[src/design/iopm_pkg.sv]
`timescale 1ns / 1ps
package iopm_pkg;
  localparam logic [1:0] KIND_CLEAR = 2'd0;
  localparam logic [1:0] KIND_ACC   = 2'd1;
  localparam logic [1:0] KIND_DRAIN = 2'd2;

  localparam logic [2:0] REG_ROWS  = 3'd0;
  localparam logic [2:0] REG_COLS  = 3'd1;
  localparam logic [2:0] REG_SCALE = 3'd2;
  localparam logic [2:0] REG_CLO   = 3'd3;
  localparam logic [2:0] REG_CHI   = 3'd4;

  localparam int LANES = 8;

  // controller -> datapath commands
  typedef struct packed {
    logic       load;      // capture input item
    logic       clr_row;   // zero current row
    logic       acc_row;   // add outer product slice into current row
    logic       rd;        // read accumulator at (row, col)
    logic       rq;        // requantize stage 1 (multiply)
    logic       fin;       // requantize stage 2 (round, clamp) into output reg
    logic [2:0] row;
    logic [2:0] col;
    logic       last;
  } iopm_cmd_t;
endpackage

[src/design/iopm_ctrl.sv]
`timescale 1ns / 1ps
module iopm_ctrl #(
  parameter int TILE = 8
) (
  input  logic               clk,
  input  logic               rst,
  input  logic               in_valid,
  input  logic [1:0]         kind,
  output logic               in_ready,
  input  logic [3:0]         rows,
  input  logic [3:0]         cols,
  output iopm_pkg::iopm_cmd_t cmd,
  output logic               out_valid,
  input  logic               out_ready
);
  import iopm_pkg::*;

  localparam logic [2:0] S_IDLE = 3'd0;
  localparam logic [2:0] S_CLR  = 3'd1;
  localparam logic [2:0] S_ACC  = 3'd2;
  localparam logic [2:0] S_RD   = 3'd3;
  localparam logic [2:0] S_MUL  = 3'd4;
  localparam logic [2:0] S_FIN  = 3'd5;
  localparam int TR = (TILE < 8) ? TILE : 8;

  logic [2:0] state, state_next;
  logic [3:0] r, c, r_next, c_next;
  logic [3:0] rows_a, cols_a;
  logic       ov, ov_next;

  assign rows_a = (rows > 4'(TR)) ? 4'(TR) : rows;
  assign cols_a = (cols > 4'(TR)) ? 4'(TR) : cols;
  assign in_ready = (state == S_IDLE);
  assign out_valid = ov;

  always_comb begin
    state_next = state; r_next = r; c_next = c; ov_next = ov;
    cmd = '0;
    cmd.row = r[2:0]; cmd.col = c[2:0];
    cmd.last = (r + 4'd1 == rows_a) && (c + 4'd1 == cols_a);
    if (ov && out_ready) ov_next = 1'b0;
    unique case (state)
      S_IDLE: if (in_valid) begin
        cmd.load = 1'b1; r_next = '0; c_next = '0;
        if (kind == KIND_CLEAR) state_next = S_CLR;
        else if (kind == KIND_ACC && rows_a != 0 && cols_a != 0) state_next = S_ACC;
        else if (kind == KIND_DRAIN && rows_a != 0 && cols_a != 0) state_next = S_RD;
      end
      S_CLR: begin
        cmd.clr_row = 1'b1; r_next = r + 4'd1;
        if (r + 4'd1 >= 4'(TR)) state_next = S_IDLE;
      end
      S_ACC: begin
        cmd.acc_row = 1'b1; r_next = r + 4'd1;
        if (r + 4'd1 >= rows_a) state_next = S_IDLE;
      end
      S_RD: begin cmd.rd = 1'b1; state_next = S_MUL; end
      S_MUL: begin cmd.rq = 1'b1; state_next = S_FIN; end
      S_FIN: if (!ov || out_ready) begin
        cmd.fin = 1'b1; ov_next = 1'b1;
        if (c + 4'd1 < cols_a) begin c_next = c + 4'd1; state_next = S_RD; end
        else if (r + 4'd1 < rows_a) begin
          c_next = '0; r_next = r + 4'd1; state_next = S_RD;
        end else state_next = S_IDLE;
      end
      default: state_next = S_IDLE;
    endcase
  end

  always_ff @(posedge clk) begin
    if (rst) begin
      state <= S_CLR; r <= '0; c <= '0; ov <= 1'b0;
    end else begin
      state <= state_next; r <= r_next; c <= c_next; ov <= ov_next;
    end
  end
endmodule

[config.mk]
export PLATFORM = sky130hd
export DESIGN_NAME = iopm_ctrl
export DESIGN_NICKNAME = d
export VERILOG_FILES = /design/src/design/iopm_pkg.sv /design/src/design/iopm_ctrl.sv
export SDC_FILE = /design/constraint.sdc
export NUM_CORES = 1
export LEC_CHECK = 0
export BUFFER_PORTS_ARGS = -buffer_cell sky130_fd_sc_hd__buf_2
export CORE_ASPECT_RATIO = 1.2
export CORE_UTILIZATION = 49
export DETAILED_ROUTE_END_ITERATION = 6
export PLACE_DENSITY = 0.75
export SLEW_MARGIN = 20
export SYNTH_ARGS = -nofsm -noshare
export SYNTH_HDL_FRONTEND = slang
export SYNTH_SLANG_ARGS = --single-unit
[constraint.sdc]
create_clock -name clk -period 2.85 [get_ports clk]
set_input_delay 0 -clock clk [delete_from_list [all_inputs] [get_ports clk]]
set_output_delay 0 -clock clk [all_outputs]
set_load 0.01 [all_outputs]
Yosys cells after proc, flatten, opt, wreduce, memory -nomap -nowiden
Index checks and enable logic that the tools add are counted.
- magnitude comparators: 6
- equal/unequal tests: 17
- add/sub/neg operators: 2
- muxes and demuxes: 32
- reduce and logical (&&, ||, !) cells: 18
- operator list (kind ; number):
    4-bit 2-to-1 mux ; 9
    3-bit 2-to-1 mux ; 7
    3-bit one-hot mux with 6 select lines ; 1
    2-bit inequality test (second input constant) ; 6
    4-bit one-hot mux with 3 select lines ; 1
    1-bit 2-to-1 mux ; 11
    5-bit AND reduction ; 2
    4-bit by 1-bit adder with 4-bit output (second input constant) ; 2
    4-bit == test ; 2
    4-bit greater-than comparator (second input constant) ; 2
    4-bit less-than comparator ; 2
    4-bit one-hot mux with 2 select lines ; 1
    4-bit nonzero test ; 2
    3-bit by 2-bit == test with 1-bit output (second input constant) ; 2
    3-bit == test (second input constant) ; 2
    1-bit logical AND ; 6
    4-bit greater-or-equal comparator ; 1
    4-bit greater-or-equal comparator (second input constant) ; 1
    2-bit 2-to-1 mux ; 2
    4-bit by 1-bit inequality test with 1-bit output (second input constant) ; 1
    4-bit AND reduction ; 1
    3-bit by 1-bit == test with 1-bit output (second input constant) ; 1
    3-bit logical NOT ; 1
    3-bit inequality test (second input constant) ; 1
    8 further kinds ; 8
- word-level logic and storage cells: 79
- flip-flop bits (word level): 12
- output and inout bits: 15
- input port bits: 14

Longest topological paths before layout
Gate-level depths: netlist of run 1.
- word-level depth: 10
- depth in mapped cells: 8

Least setup slack after synthesis of run 1
No wires, ideal clock.
- path type: flip-flop to flip-flop
- start: register r[0]
- end: register state[1]
- data arrival time: 1.951 ns
- buffers on the path: 0
- setup slack: 0.799 ns
- cell stages (with the launch flop): 8
- library setup time: 0.100 ns
- path through: dfxtp_1 -> ha_1 -> ha_1 -> nor2b_1 -> o31a_1 -> nor3_2 -> nor3_1 -> a2111oi_4
- cells in the longest elaborated chain, start to end: 6
- elaborated cells between the ends (all ways): 11
- those cells by class: 1 x add/sub; 3 x order compare; 2 x eq/ne; 4 x mux; 1 x reduce/logical
- ends and longest elaborated chain (item ; line ; RTL):
    start, declared ; iopm_ctrl.sv:27 ; logic [3:0] r, c, r_next, c_next;
    start signal, assigned ; iopm_ctrl.sv:74 ; state <= state_next; r <= r_next; c <= c_next; ov <= ov_next;
    4-bit by 1-bit adder with 4-bit output (*) ; iopm_ctrl.sv:51, iopm_ctrl.sv:55, iopm_ctrl.sv:62 ;
    4-bit less-than comparator ; iopm_ctrl.sv:62 ; else if (r + 4'd1 < rows_a) begin
    2-bit 2-to-1 mux ; iopm_ctrl.sv:62 ;
    2-bit 2-to-1 mux ; iopm_ctrl.sv:61 ; if (c + 4'd1 < cols_a) begin c_next = c + 4'd1; state_next = S_RD; end
    3-bit 2-to-1 mux ; iopm_ctrl.sv:59 ; S_FIN: if (!ov || out_ready) begin
    3-bit one-hot mux with 6 select lines ; iopm_ctrl.sv:42 ; unique case (state)
    end signal, assigned ; iopm_ctrl.sv:74 ;
    end, declared ; iopm_ctrl.sv:26 ; logic [2:0] state, state_next;
Every way passes the cells marked *; elsewhere a longest branch is shown, timed or not. The select of a mux whose other input is x is not followed.
A chain may end at the register's enable or synchronous reset.

Worst setup path after layout of run 1
Ends and elaborated chain as after synthesis.

==> results.py, run 1 <==
metrics = {
    "worst_setup_path": {
        "worstPathRequired_ns": 3.03,
        "cp_data_arrival_time_ns": 2.47,
        "crit_path_end_kind": "flip-flop",
        "r2r-start": "r[0]",
        "cp-start-kind": "flip-flop",
        "reg2regPathDepth": 7,
        "path_class": "reg2reg",
        "r2r_slack_ns": 0.56,
        "path_max_fanout": 6,
        "r2r_end": "state[1]",
    },
    "logic_synthesis": {
        "synth_seq_cells": 12,
        "ys_warn_count": 0,
        "synthSimpleGateAreaFrac_pct": 32.9,
        "synth_nets": 152,
        "synth_mux_area_share_pct": 4.36,
        "synth_compound_area_share_pct": 19.8,
        "synth_top_area_share_pct": 20.9,
        "synth_ff_type": "dfxtp_1",
        "synth_fa_ha_area_share_pct": 10.9,
        "syn_inst": 128,
        "synth_area_sq_um": 1150,
        "synth_most_common_cell": "nand2_1",
        "async_flop_share_pct": 0,
        "synth_xor_area_share_pct": 3.05,
        "synth_top_cell_by_area": "dfxtp_1",
        "synth.top_cells.by_area": "dfxtp_1 21%, ha_1 11%, nand2_1 4.9%",
        "netlist_top_cells_count": "15 x nand2_1, 12 x dfxtp_1, 10 x ha_1, 10 x nor2_1, 7 x buf_4",
        "synth_edf_count": 0,
        "synth_seq_area_share_pct": 20.9,
        "yosysUniqueCellTypes": 47,
        "synth_area_per_cell_sq_um": 8.96,
        "synth_top_family_by_area": "simple AND/OR/NAND/NOR gates",
    },
    "timing": {
        "slew_violations": 0,
        "setup_viol": 0,
        "finalHoldViolations": 0,
        "fin_setup_tns_ns": 0,
        "tightest_slew_ns": 0.665,
        "period_minus_slack_ns": 2.29,
        "holdWs_ns": 0.0210,
        "relSlewSlack_pct": 55.6,
        "rsz0062_at_grt": "no",
        "finClkSkew_ns": 0.00606,
        "timing.final.crit_share_pct": 80.4,
        "fmax_ghz": 0.437,
    },
    "hold_path": {
        "holdPathEnd": "out_valid",
        "hold_path.class": "in2reg",
        "hp-start": "out_ready",
        "whs_path_depth": 3,
    },
    "global_routing": {
        "antenna_found_initial": 0,
        "grt_pass1_wl_um": 4050,
        "grt.overflow.total": 0,
        "grt_max_degree": 13,
        "grt_use_total_pct": 22.5,
        "grt_pass1_vias": 1021,
    },
    "cts": {
        "postCtsHoldBufs": 0,
        "cts_resized": 0,
        "insertion_delay_ns": 0.28,
        "cts_buffer_depth": 2,
        "cts_setup_buffers": 0,
        "cts_num_sinks": 12,
        "clkSlewWorstSetupHoldPaths_ns": 0.08,
        "cts_tree": "done",
        "h-tree-depth": 1,
        "root_buffer": "clkbuf_4",
        "cts_inserted_buffers": 3,
    },
    "floorplan": {
        "coreArea_sq_um": 2140,
        "io_pins": 29,
        "num_rows": 18,
        "start_util_pct": 53.6,
        "die_area_sq_um": 2540,
        "die_x_um": 46.2,
        "die_h_um": 55.0,
    },
    "cells_and_area": {
        "layout-drive-gt1-share_pct": 33.8,
        "nNetsFinal": 176,
        "synthToLayoutAreaGrowth_pct": 12.7,
        "antennaDiodeCount": 0,
        "fill_cells": 205,
    },
    "power": {
        "clockPowerShare_pct": 18.0,
        "vdd_ir_drop_max_uv": 378,
        "power_leakage_uw": 0.000598,
        "seqPwrFrac_pct": 31.4,
        "power_density_nw_per_um2": 598,
        "p_sw_share_pct": 43.3,
        "p_comb_share_pct": 50.6,
        "power_uw": 773,
        "switchingPower_uw": 335,
        "intPower_uw": 438,
    },
    "flow_run": {
        "drv_cap": 0,
    },
    "route": {
        "vias": 1029,
        "wirelength_um": 2520,
        "via_per_inst": 5.69,
        "wl_per_cell_um": 13.9,
        "drt_iter0_markers": 16,
        "drt_first_pass_iters": 4,
        "ant_nets": 0,
        "drc": 0,
    },
    "placement": {
        "numPortBuffers": 28,
        "dp_hpwl_um": 2120,
        "place.gp.congestion": 0.771,
    },
    "run_status": {
        "status": "finished clean",
    },
}
## through the flow
stage                     cells  instance area (sq um)  utilization, %  worst slack, ns
after CTS                   181                   1290            60.4            0.575
after detailed placement    177                   1260            58.7            0.611
final                       181                   1290            60.4            0.560
after global placement      177                   1260            58.7            0.673
after global routing        181                   1290            60.4            0.416
after floorplan             128                   1150               -            0.799
## sequential cells by signal, summed over array words and instances (netlist names)
register	cells
c	4
r	4
state	3
out_valid	1
## worst max path at each step
stage	to	slack [ns]	from	cells after the start
after global routing	state[1]	0.42	r[0]	8
after floorplan	state[1]	0.80	r[0]	7
after detailed placement	state[1]	0.61	r[0]	7
final	state[1]	0.56	r[0]	7
after CTS	state[1]	0.57	r[0]	7
after global placement	state[1]	0.67	r[0]	7
## cells in the final DEF (no fill, tap or decap), drive strengths merged, types with 3 or more instances in the layout
| master | count |
|---|---|
| nor3 | 6 |
| o21ai | 4 |
| nor4 | 3 |
| o31ai | 3 |
| nand3 | 3 |
| ha | 10 |
| nor2 | 11 |
| mux2i | 5 |
| nor2b | 4 |
| nand2 | 15 |
| buf | 28 |
| a21oi | 5 |
| inv | 5 |
| dfxtp | 12 |
| clkbuf | 4 |
| a31o | 3 |
## cells by family after synthesis
group	Yosys count
DFF	12
xor gates and xnor gates	4
AOI/OAI and AO/OA	25
buffers and inverters	15
muxes	5
adders and majority gates	10
and+or+nand+nor	57
## power by group through the flow
stage / clock network, uW / registers [uW] / logic (uW)
after floorplan: 0 / 216 / 338
after global placement: 0 / 245 / 373
after detailed placement: 0 / 246 / 390
after CTS: 142 / 242 / 391
after global routing: 151 / 249 / 428
final: 139 / 243 / 391
## worst max-delay path, cell delays in order (launching register included)
cell and delay, ns:
dfxtp_1 0.43, ha_1 0.28, ha_1 0.32, nor2b_1 0.16
o31a_1 0.28, nor3_2 0.23, nor3_1 0.13, a2111oi_4 0.35
## routing by layer
metal  GRT usage [%]  vias to the layer above  wire length (um)
met5               0                        -                 0
li1                -                      515                 -
met4            12.3                        0                48
met1            22.1                      469              1040
met2            43.0                       36              1330
met3            4.55                        9               102
## cell type report
type	count	area, sq um	area share [%]
Sequential cell	12	240	18.6
Tap cell	30	37.5	2.90
Clock buffer	4	36.3	2.81
Timing Repair Buffer	28	140	10.8
Multi-Input combinational cell	101	816	63.1
Inverter	6	22.5	1.74
Note: power is estimated with default switching activity, not from simulation.
==> run 2, diff against run 1 <==
--- a/config.mk
+++ b/config.mk
@@ -7,7 +7,7 @@
 export LEC_CHECK = 0
 export BUFFER_PORTS_ARGS = -buffer_cell sky130_fd_sc_hd__buf_2
 export CORE_ASPECT_RATIO = 1.2
-export CORE_UTILIZATION = 49
+export CORE_UTILIZATION = 47
 export DETAILED_ROUTE_END_ITERATION = 6
 export PLACE_DENSITY = 0.75
 export SLEW_MARGIN = 20
==> constraint.sdc (replaced) <==
create_clock -name clk -period 1.85 [get_ports clk]
set_input_delay 0 -clock clk [delete_from_list [all_inputs] [get_ports clk]]
set_output_delay 0 -clock clk [all_outputs]
set_load 0.01 [all_outputs]
==> run 2 against run 1 <==
The flow now finishes with violations (setup timing). Sequential power up 65%. Clock skew fell by 0.0049 ns. First-iteration DRC count grew 110%. Maximum frequency grew 8.0%. Sequential share of layout area fell by 2.8 points. Utilization is 10 points higher. Worst setup slack lost 0.83 ns. Register-to-register slack worse by 0.83 ns. Global-route usage is 1.3 points higher. Cell count increased by 8.8%. Hold slack worse by 0.010 ns. Critical endpoint is now c[2]. Highest routed layer unchanged.
==> results.py, run 2 (synthesis results as in run 1) <==
metrics = {
    "run_status": {
        "status": "finished with violations",
        "violations": "setup timing",
    },
    "global_routing": {
        "grt_max_degree": 12,
        "antenna_found_initial": 0,
        "grt.overflow.total": 0,
        "grt_use_total_pct": 23.8,
        "grt_pass1_wl_um": 4600,
        "grt_pass1_vias": 1028,
    },
    "placement": {
        "numPortBuffers": 28,
        "dpl_worst_slack_ns": -0.258,
        "place.gp.congestion": 0.834,
        "dp_hpwl_um": 2130,
        "dp_cells": 188,
        "dpl_cell_area_sq_um": 1410,
    },
    "route": {
        "drt_first_pass_iters": 4,
        "wirelength_um": 3050,
        "drc": 0,
        "vias": 1113,
        "ant_nets": 0,
        "drt_iter0_markers": 34,
        "wl_per_cell_um": 15.5,
        "via_per_inst": 5.65,
    },
    "timing": {
        "rsz0062_at_grt": "yes",
        "tightest_slew_ns": 0.539,
        "timing.final.crit_share_pct": 115,
        "fmax_ghz": 0.472,
        "setup_ws_ns": -0.269,
        "period_minus_slack_ns": 2.12,
        "finalHoldViolations": 0,
        "finClkSkew_ns": 0.00118,
        "slew_violations": 0,
        "relSlewSlack_pct": 64.0,
        "setup_viol": 11,
        "holdWs_ns": 0.0107,
    },
    "cells_and_area": {
        "layout_common_cells": "28 x buf_2, 15 x nand2_1, 12 x buf_4",
        "synthToLayoutAreaGrowth_pct": 41.9,
        "fill_cells": 175,
        "layout-drive-gt1-share_pct": 53.6,
        "nNetsFinal": 191,
        "largestRegisters": "c x4, r x4, state x3",
        "stdcell_count": 197,
        "design_area_sq_um": 1630,
        "antennaDiodeCount": 0,
        "final_common_cell": "buf_2",
    },
    "floorplan": {
        "die_area_sq_um": 2640,
        "coreArea_sq_um": 2310,
        "die_x_um": 47.1,
        "die_h_um": 56.1,
        "io_pins": 29,
        "num_rows": 19,
        "start_util_pct": 49.8,
    },
    "cts": {
        "cts_tree": "done",
        "postCtsHoldBufs": 0,
        "cts_buffer_depth": 2,
        "root_buffer": "clkbuf_4",
        "cts_inserted_buffers": 3,
        "h-tree-depth": 1,
        "insertion_delay_ns": 0.28,
        "clkSlewWorstSetupHoldPaths_ns": 0.08,
        "cts_num_sinks": 12,
    },
    "flow_run": {
        "drv_cap": 0,
    },
    "worst_setup_path": {
        "path_class": "reg2reg",
        "cp-start-kind": "flip-flop",
        "slowest_stage": "dfxtp_4",
        "worstPathRequired_ns": 2.05,
        "cpLargestDelayFamily": "compound AO/OA/AOI/OAI gates",
        "path_max_fanout": 4,
        "crit_path_end_kind": "flip-flop",
        "cp_data_arrival_time_ns": 2.32,
        "path_buf_inv": 1,
        "path_cells": "ha_4 -> xor2_2 -> ha_1 -> o21ai_2 -> a21oi_4 -> buf_12 -> nor3_4 -> or3_4 -> a211oi_2",
        "slowest_delay_ns": 0.37,
    },
    "power": {
        "power_density_nw_per_um2": 925,
        "power_leakage_uw": 0.000702,
        "vdd_ir_drop_max_uv": 732,
    },
    "hold_path": {
        "hold_path.class": "in2reg",
    },
}
[run 2: final timing paths]
path,from,slack (ns),end,cells after the start
setup / recovery,c[0],-0.27,c[2],9
hold / removal,out_ready,0.01,out_valid,3
setup reg to reg,c[0],-0.27,c[2],9
hold reg to reg,out_valid,0.51,out_valid,2
[run 2: routing by layer]
metal | wire length, um | vias up | GRT usage (%) | part of all wire [%]
li1 | - | 541 | - | -
met2 | 1630 | 38 | 39.3 | 53
met1 | 1260 | 528 | 30.6 | 41
met3 | 116 | 6 | 3.25 | 3.8
met5 | 0 | - | 0 | 0
met4 | 44 | 0 | 7.76 | 1.4
[run 2: where the power goes]
part           internal (uW)  leakage [uW]  switching, uW  total [uW]
combinational            446      0.000580            439         886
sequential               310      0.000101           92.7         402
clock                    120     0.0000210           97.1         217
total                    876      0.000702            629        1510
[run 2: worst min-delay path, stage by stage]
cell and delay (ns):
buf_2 0.08, nand2b_1 0.10, a21oi_1 0.06
[run 2: layout make-up]
class / count / area, sq um / area share [%]
multi-input cells: 102 / 1000 / 61.6
inverters: 6 / 22.5 / 1.38
flip-flops and latches: 12 / 256 / 15.8
repair buffers: 42 / 270 / 16.6
clock buffers: 4 / 36.3 / 2.23
well taps: 31 / 38.8 / 2.38
[run 2: repair_timing]
action	in CTS	in global routing
setup buffers	0	4
gates cloned	0	1
endpoints found under the setup margin	11	12
pin swaps	2	14
gates resized for setup	7	14
[run 2: metrics by stage]
step,total power [uW],utilization (%),setup TNS [ns]
3_5_place_dp,1110,61.0,-1.85
5_1_grt,1600,70.6,-3.18
3_3_place_gp,1080,61.0,-1.24
6_report,1510,70.6,-2.27
4_1_cts,1350,64.1,-1.66
2_1_floorplan,943,-,-0.473
